**config.mk**
```make
export PLATFORM = sky130hd
export DESIGN_NAME = fcmv_mac
export DESIGN_NICKNAME = d
export VERILOG_FILES = /design/src/hw/rtl/fully_connected_matvec_macros.svh /design/src/hw/rtl/fcmv_pkg.sv /design/src/hw/rtl/fcmv_mac.sv
export SDC_FILE = /design/constraint.sdc
export NUM_CORES = 1
export LEC_CHECK = 0
export ABC_AREA = 1
export BUFFER_PORTS_ARGS = -buffer_cell sky130_fd_sc_hd__buf_2
export CAP_MARGIN = 5
export CORE_MARGIN = 2
export CORE_UTILIZATION = 45
export DETAILED_ROUTE_END_ITERATION = 8
export HOLD_SLACK_MARGIN = 0.03
export PLACE_DENSITY = 0.68
export SKIP_CTS_REPAIR_TIMING = 1
export SYNTH_ARGS = -nofsm -noshare
export SYNTH_HDL_FRONTEND = slang
export SYNTH_SLANG_ARGS = --single-unit
```
**constraint.sdc**
```tcl
create_clock -name clk -period 5.89 [get_ports clk]
set_clock_uncertainty 0.1 [all_clocks]
set_input_delay 1.178 -clock clk [delete_from_list [all_inputs] [get_ports clk]]
set_output_delay 1.178 -clock clk [all_outputs]
set_load 0.01 [all_outputs]
```
**src/hw/rtl/fully_connected_matvec_macros.svh**
```systemverilog
// assertion macros for the fully connected matrix-vector block
// expects clk and rst_n in the scope of every use
`ifndef FULLY_CONNECTED_MATVEC_MACROS_SVH
`define FULLY_CONNECTED_MATVEC_MACROS_SVH

// same-cycle implication, checked outside reset
`define FCMV_ASSERT_NOW(label, ante, cons, msg) \
    label: assert property (@(posedge clk) disable iff (!rst_n) (ante) |-> (cons)) \
        else $error(msg);

// next-cycle implication, checked outside reset
`define FCMV_ASSERT_NEXT(label, ante, cons, msg) \
    label: assert property (@(posedge clk) disable iff (!rst_n) (ante) |=> (cons)) \
        else $error(msg);

`endif

```
**src/hw/rtl/fcmv_pkg.sv**
```systemverilog
// shared types and constants of the fully connected matrix-vector block
// no dependencies
`timescale 1ns / 1ps

package fcmv_pkg;

    localparam int IDX_W   = 10;
    localparam int VAL_W   = 16;
    localparam int PROD_W  = 32;
    localparam int SUM_W   = 48;
    localparam int CFG_W   = 11;
    localparam int CFG_IDX_W = 2;

    // register indexes
    localparam logic [CFG_IDX_W-1:0] REG_INPUT_LENGTH  = 2'd0;
    localparam logic [CFG_IDX_W-1:0] REG_OUTPUT_LENGTH = 2'd1;

    typedef struct packed {
        logic                    kind;
        logic [IDX_W-1:0]        act_index;
        logic signed [VAL_W-1:0] value;
    } item_t;

    typedef struct packed {
        logic [IDX_W-1:0]        out_index;
        logic signed [SUM_W-1:0] sum;
        logic                    last;
    } result_t;

    // control of the weight in the read stage
    typedef struct packed {
        logic             valid;
        logic             eor;
        logic [IDX_W-1:0] out_index;
        logic             last;
    } stage_t;

endpackage

```
**src/hw/rtl/fcmv_mac.sv**
```systemverilog
// multiply-accumulate and result register
// depends on fcmv_pkg
`timescale 1ns / 1ps

module fcmv_mac (
    input  logic                              clk,
    input  logic                              rst_n,
    input  logic                              restart,
    input  fcmv_pkg::stage_t                  stage,
    input  logic signed [fcmv_pkg::VAL_W-1:0] weight,
    input  logic signed [fcmv_pkg::VAL_W-1:0] act,
    input  logic                              result_stall,
    output logic                              hold,
    output logic                              result_valid,
    output fcmv_pkg::result_t                 result
);

    logic signed [fcmv_pkg::SUM_W-1:0] acc_reg, acc_next;
    logic                              result_valid_reg, result_valid_next;
    fcmv_pkg::result_t                 result_reg, result_next;

    logic signed [fcmv_pkg::PROD_W-1:0] prod;
    logic signed [fcmv_pkg::SUM_W-1:0]  mac_sum;
    logic                               go;

    // a finished row waits while the result register is full and stalled
    assign hold    = stage.valid && stage.eor && result_valid_reg && result_stall;
    assign go      = stage.valid && !hold;
    assign prod    = act * weight;
    assign mac_sum = acc_reg + fcmv_pkg::SUM_W'(prod);

    always_comb
    begin
        acc_next          = acc_reg;
        result_valid_next = result_valid_reg;
        result_next       = result_reg;
        if (result_valid_reg && !result_stall)
        begin
            result_valid_next = 1'b0;
        end
        if (restart)
        begin
            acc_next = '0;
        end
        else if (go)
        begin
            if (stage.eor)
            begin
                result_valid_next     = 1'b1;
                result_next.out_index = stage.out_index;
                result_next.sum       = mac_sum;
                result_next.last      = stage.last;
                acc_next              = '0;
            end
            else
            begin
                acc_next = mac_sum;
            end
        end
    end

    always_ff @(posedge clk or negedge rst_n)
    begin
        if (!rst_n)
        begin
            acc_reg          <= '0;
            result_valid_reg <= 1'b0;
        end
        else
        begin
            acc_reg          <= acc_next;
            result_valid_reg <= result_valid_next;
        end
    end

    always_ff @(posedge clk)
    begin
        result_reg <= result_next;
    end

    assign result_valid = result_valid_reg;
    assign result       = result_reg;

endmodule

```
# Word-level counts from Yosys, hierarchy flattened
# Index checks and enable logic that the tools add are counted.
[op_classes] n_reduce_logical=9 n_mul=1 addsub=1 muxes=7 bitwise_logic=1
[ops] operator="48-bit 2-to-1 mux" count=3
[ops] operator="48-bit by 32-bit adder with 48-bit output" count=1
[ops] operator="16-bit by 16-bit multiplier with 32-bit output" count=1
[ops] operator="1-bit logical AND" count=5
[ops] operator="1-bit 2-to-1 mux" count=4
[ops] operator="3-bit AND reduction" count=1
[ops] operator="1-bit zero test" count=2
[ops] operator="2-bit nonzero test" count=1
[ops] operator="1-bit NOT" count=1
[totals] reg_bits=108 output_inout_bits=61 wordCells=24 input_bits=49

# Depth between registers and ports, before layout
[depth] word_depth=7 mapped_depth=31 mapped_depth_nobuf=29

# Worst setup path before layout
# Ideal clock, no wire load.
[synth_path] kind="input -> register" from="in act[15] (netlist bit)" to="reg result_reg (netlist bit result[45]) (data pin)" setup_slack_ns=-1.470 cell_stages=26 path_buffers=1 required_time_ns=5.535 arrival_time_ns=7.006 setup_time_ns=0.255 path_cell_list="clkbuf_1 > nand2_1 > inv_1 > fa_1 > inv_1 > fa_1 > inv_1 > fa_1 > inv_1 > fa_1 > inv_1 > fa_1 > inv_1 > fa_1 > inv_1 > ha_1 > nand2_1 > inv_1 > nand2_1 > nor3_1 > nand2_1 > nor2_1 > nand2_1 > nand3_1 > nand2_1 > and2_1"
[synth_between] elab_chain_cells=2
[synth_lines] element="from (decl)" line="fcmv_mac.sv:11" text="input logic signed [fcmv_pkg::VAL_W-1:0] act,"
[synth_lines] element="16-bit by 16-bit multiplier with 32-bit output" line="fcmv_mac.sv:29" text="assign prod = act * weight;"
[synth_lines] element="48-bit by 32-bit adder with 48-bit output" line="fcmv_mac.sv:30" text="assign mac_sum = acc_reg + fcmv_pkg::SUM_W'(prod);"
[synth_lines] element="named net mac_sum (one bit)" line="fcmv_mac.sv:23" text="logic signed [fcmv_pkg::SUM_W-1:0] mac_sum;"
[synth_lines] element="to (signal assigned)" line="fcmv_mac.sv:78" text="result_reg <= result_next;"
[synth_lines] element="to (decl)" line="fcmv_mac.sv:20" text="fcmv_pkg::result_t result_reg, result_next;"
# The timed path passes the listed nets, and every way through them passes these cells.
# A chain may end at the register's enable or synchronous reset.

# Worst setup path after layout
[layout_path] from="in act[15] (netlist bit)" to="reg result_reg (netlist bit result[46]) (data pin)"
# Same word-level chain as after synthesis.

==> summary.md <==
| Metric | Value |
|---|---|
| First-pass DRT Iterations | 7 |
| Antenna-violating nets left | 0 |
| Post-DP HPWL | between 40000 and 50000 um |
| Fin. max-slew vios | 0 |
| Die Span Y | around 210 um |
| Clk buf depth | 2 |
| Clk sinks | 108 |
| WL final | ~54000 um |
| # Max-Cap Violations | 0 |
| Starting Density | 0.456 |
| CP Class | in2reg |
| Status | finished, violations left |
| Initial DRC count | 802 |
| Headroom to the max-slew limit | 0.500 |
| CTS tree | yes |
| Max Clock Freq | ~160 MHz |
| Global-route wire length before repair | between 80000 and 90000 um |
| Core area | 41900 um2 |
| Worst slack, placed | -1.18 ns |
| Most frequent cells in the layout | inv_1 (645), nand2_1 (574), fa_1 (338) |
| Post-route DRC | 0 |
| Crit path max fanout | 6 |
| Port buffer count | 109 |
| Antenna cell count | 0 |
| CP Launch Type | primary input |
| I/O pin cnt | 110 |
| Routability cong. | 0.959 |
| Cell area after placement | 22700 um2 |
| CP arrival | 6.43 ns |
| Nets@finish | 3227 |
| Grt ovf | 0 |
| Clk_lat worst skew | 0.39 ns |
| Worst-path clk slew | ~0.08 ns |
| Inserted Clock Buffers | 9 |
| Critical path capture point type | flop |
| Worst Path Required | 5.94 ns |
| Final-report hold violation count | 0 |
| Most common cell after layout, fill and taps aside | inv_1 |
| PnR worst setup slack | -0.492 ns |
| Layout area overhead | 27.5% |
| Layout cells sized above 1 | 0.280 |
| RSZ-0062 raised after global routing | yes |
| Post-Syn Instances | 2383 |
| Syn Std Cell Area | approximately 19000 um2 |
| Failing checks | setup timing |
| Cell Count, Final, Fillers Out | about 3200 |
| H-tree Lvls | 3 |
| Avg Synthesized Cell Area | 8.02 um2 |
| Vias in the first global route | about 17000 |
| # setup viols final | 67 |
| Sequential area share after synthesis | 0.157 |
| Die width | 210 um |
| Vias | 15500 |
| Synth warnings | 0 |
| Min Tclk post-route | 6.38 ns |
| Die footprint | 44100 um2 |
| Library cells used by synthesis | 34 |
| Clock Tree Root | clkbuf_16 |
| Post-synthesis register bit count | 108 |
| Largest net degree at the start of global routing | 50 |
| Routed WL per cell | 16.6 um |
| Mapped Nets | 2925 |
| DP Cell Count | 3185 |
| Number of flip-flops under the largest register name | 59 |
| Final Cell Area | ~24000 um2 |
| Min-delay worst type | reg2reg |
| Tot GR Track Use | 0.255 |
| Measured slew at the worst slew-check pin | 0.750 ns |
| Initial antenna violation count | 0 |
| Rows | 75 |
| Hold WS | 0.383 ns |
| Final critical-path share of the clock period | 1.08 |
| Vias per inst | 4.80 |
critical path: stages:
cell and delay [ns]:
buf_12 0.12, nand2_4 0.06, inv_2 0.04, fa_2 0.58
inv_2 0.05, fa_2 0.61, inv_4 0.04, fa_2 0.57
inv_2 0.07, fa_2 0.63, buf_4 0.15, fa_1 0.41
fa_1 0.50, inv_1 0.06, ha_4 0.29, buf_4 0.12
nand2_4 0.08, nor2_4 0.20, nand2_4 0.09, inv_2 0.08
nand2_1 0.06, nor2_1 0.08, nand2_1 0.07, nand3_1 0.09
nand2_1 0.06, and2_1 0.13
Yosys cell counts (all sizes together):
cell type    n  area, um2
xnor2        3       26.3
nor3         6       40.0
ha         131       1640
buf          3       12.5
nand4       15       93.8
and2        23        144
a22o        13        114
a21oi       30        150
nand2      702       2660
fa         362       7250
nand3       63        325
edfxtp      59       1770
dfrtp       49       1230
o21bai       3       22.5
nand2b       1       6.26
inv        713       2680
o21ai        7       35.0
nand3b       7       52.6
nor2       101        394
o22ai        1       6.26
a21o         1       7.51
or2          5       31.3
clkbuf      65        244
and3         1       6.26
xor2        18        180
clkinv       1       3.75
final timing paths:
kind / cells after the start / slack [ns] / to / from
setup / recovery: 26 / -0.49 / result[46] / act[15]
hold / removal: 2 / 0.38 / acc_reg[29] / acc_reg[29]
setup reg to reg: 20 / 0.98 / result[24] / acc_reg[15]
hold reg to reg: 2 / 0.38 / acc_reg[29] / acc_reg[29]
max in group asynchronous: 2 / 4.36 / acc_reg[12] / rst_n
min in group asynchronous: 2 / 0.83 / acc_reg[42] / rst_n
per-stage QoR:
stage,utilization,setup TNS [ns]
6_report,0.581,-22.87
5_1_grt,0.581,-33.23
4_1_cts,0.549,-35.71
3_5_place_dp,0.542,-65.50
3_3_place_gp,0.542,-62.26
2_1_floorplan,-,-24.96
logic make-up after synthesis:
group	after synthesis	synth area share
and+or+nand+nor	924	0.196
buffers and inverters	782	0.154
adders and majority gates	493	0.465
DFF	108	0.157
AOI/OAI and AO/OA	55	0.0175
xor gates and xnor gates	21	0.0108
cell type report:
class                           instances  area (um2)
Clock buffer                            9         225
Clock inverter                          7        91.3
Fill cell                            3655       17600
Inverter                              714        2700
Multi-Input combinational cell       1493       14900
Sequential cell                       108        3000
Tap cell                              539         674
Timing Repair Buffer                  359        2800
per-layer routing:
layer,global-route usage,share of wire
met2,0.453,0.51
met1,0.327,0.42
met5,0,0
met3,0.0285,0.038
met4,0.0805,0.028
Power is not shown: default switching activity piles up to over one toggle a cycle in this logic, so the estimate is an artifact.
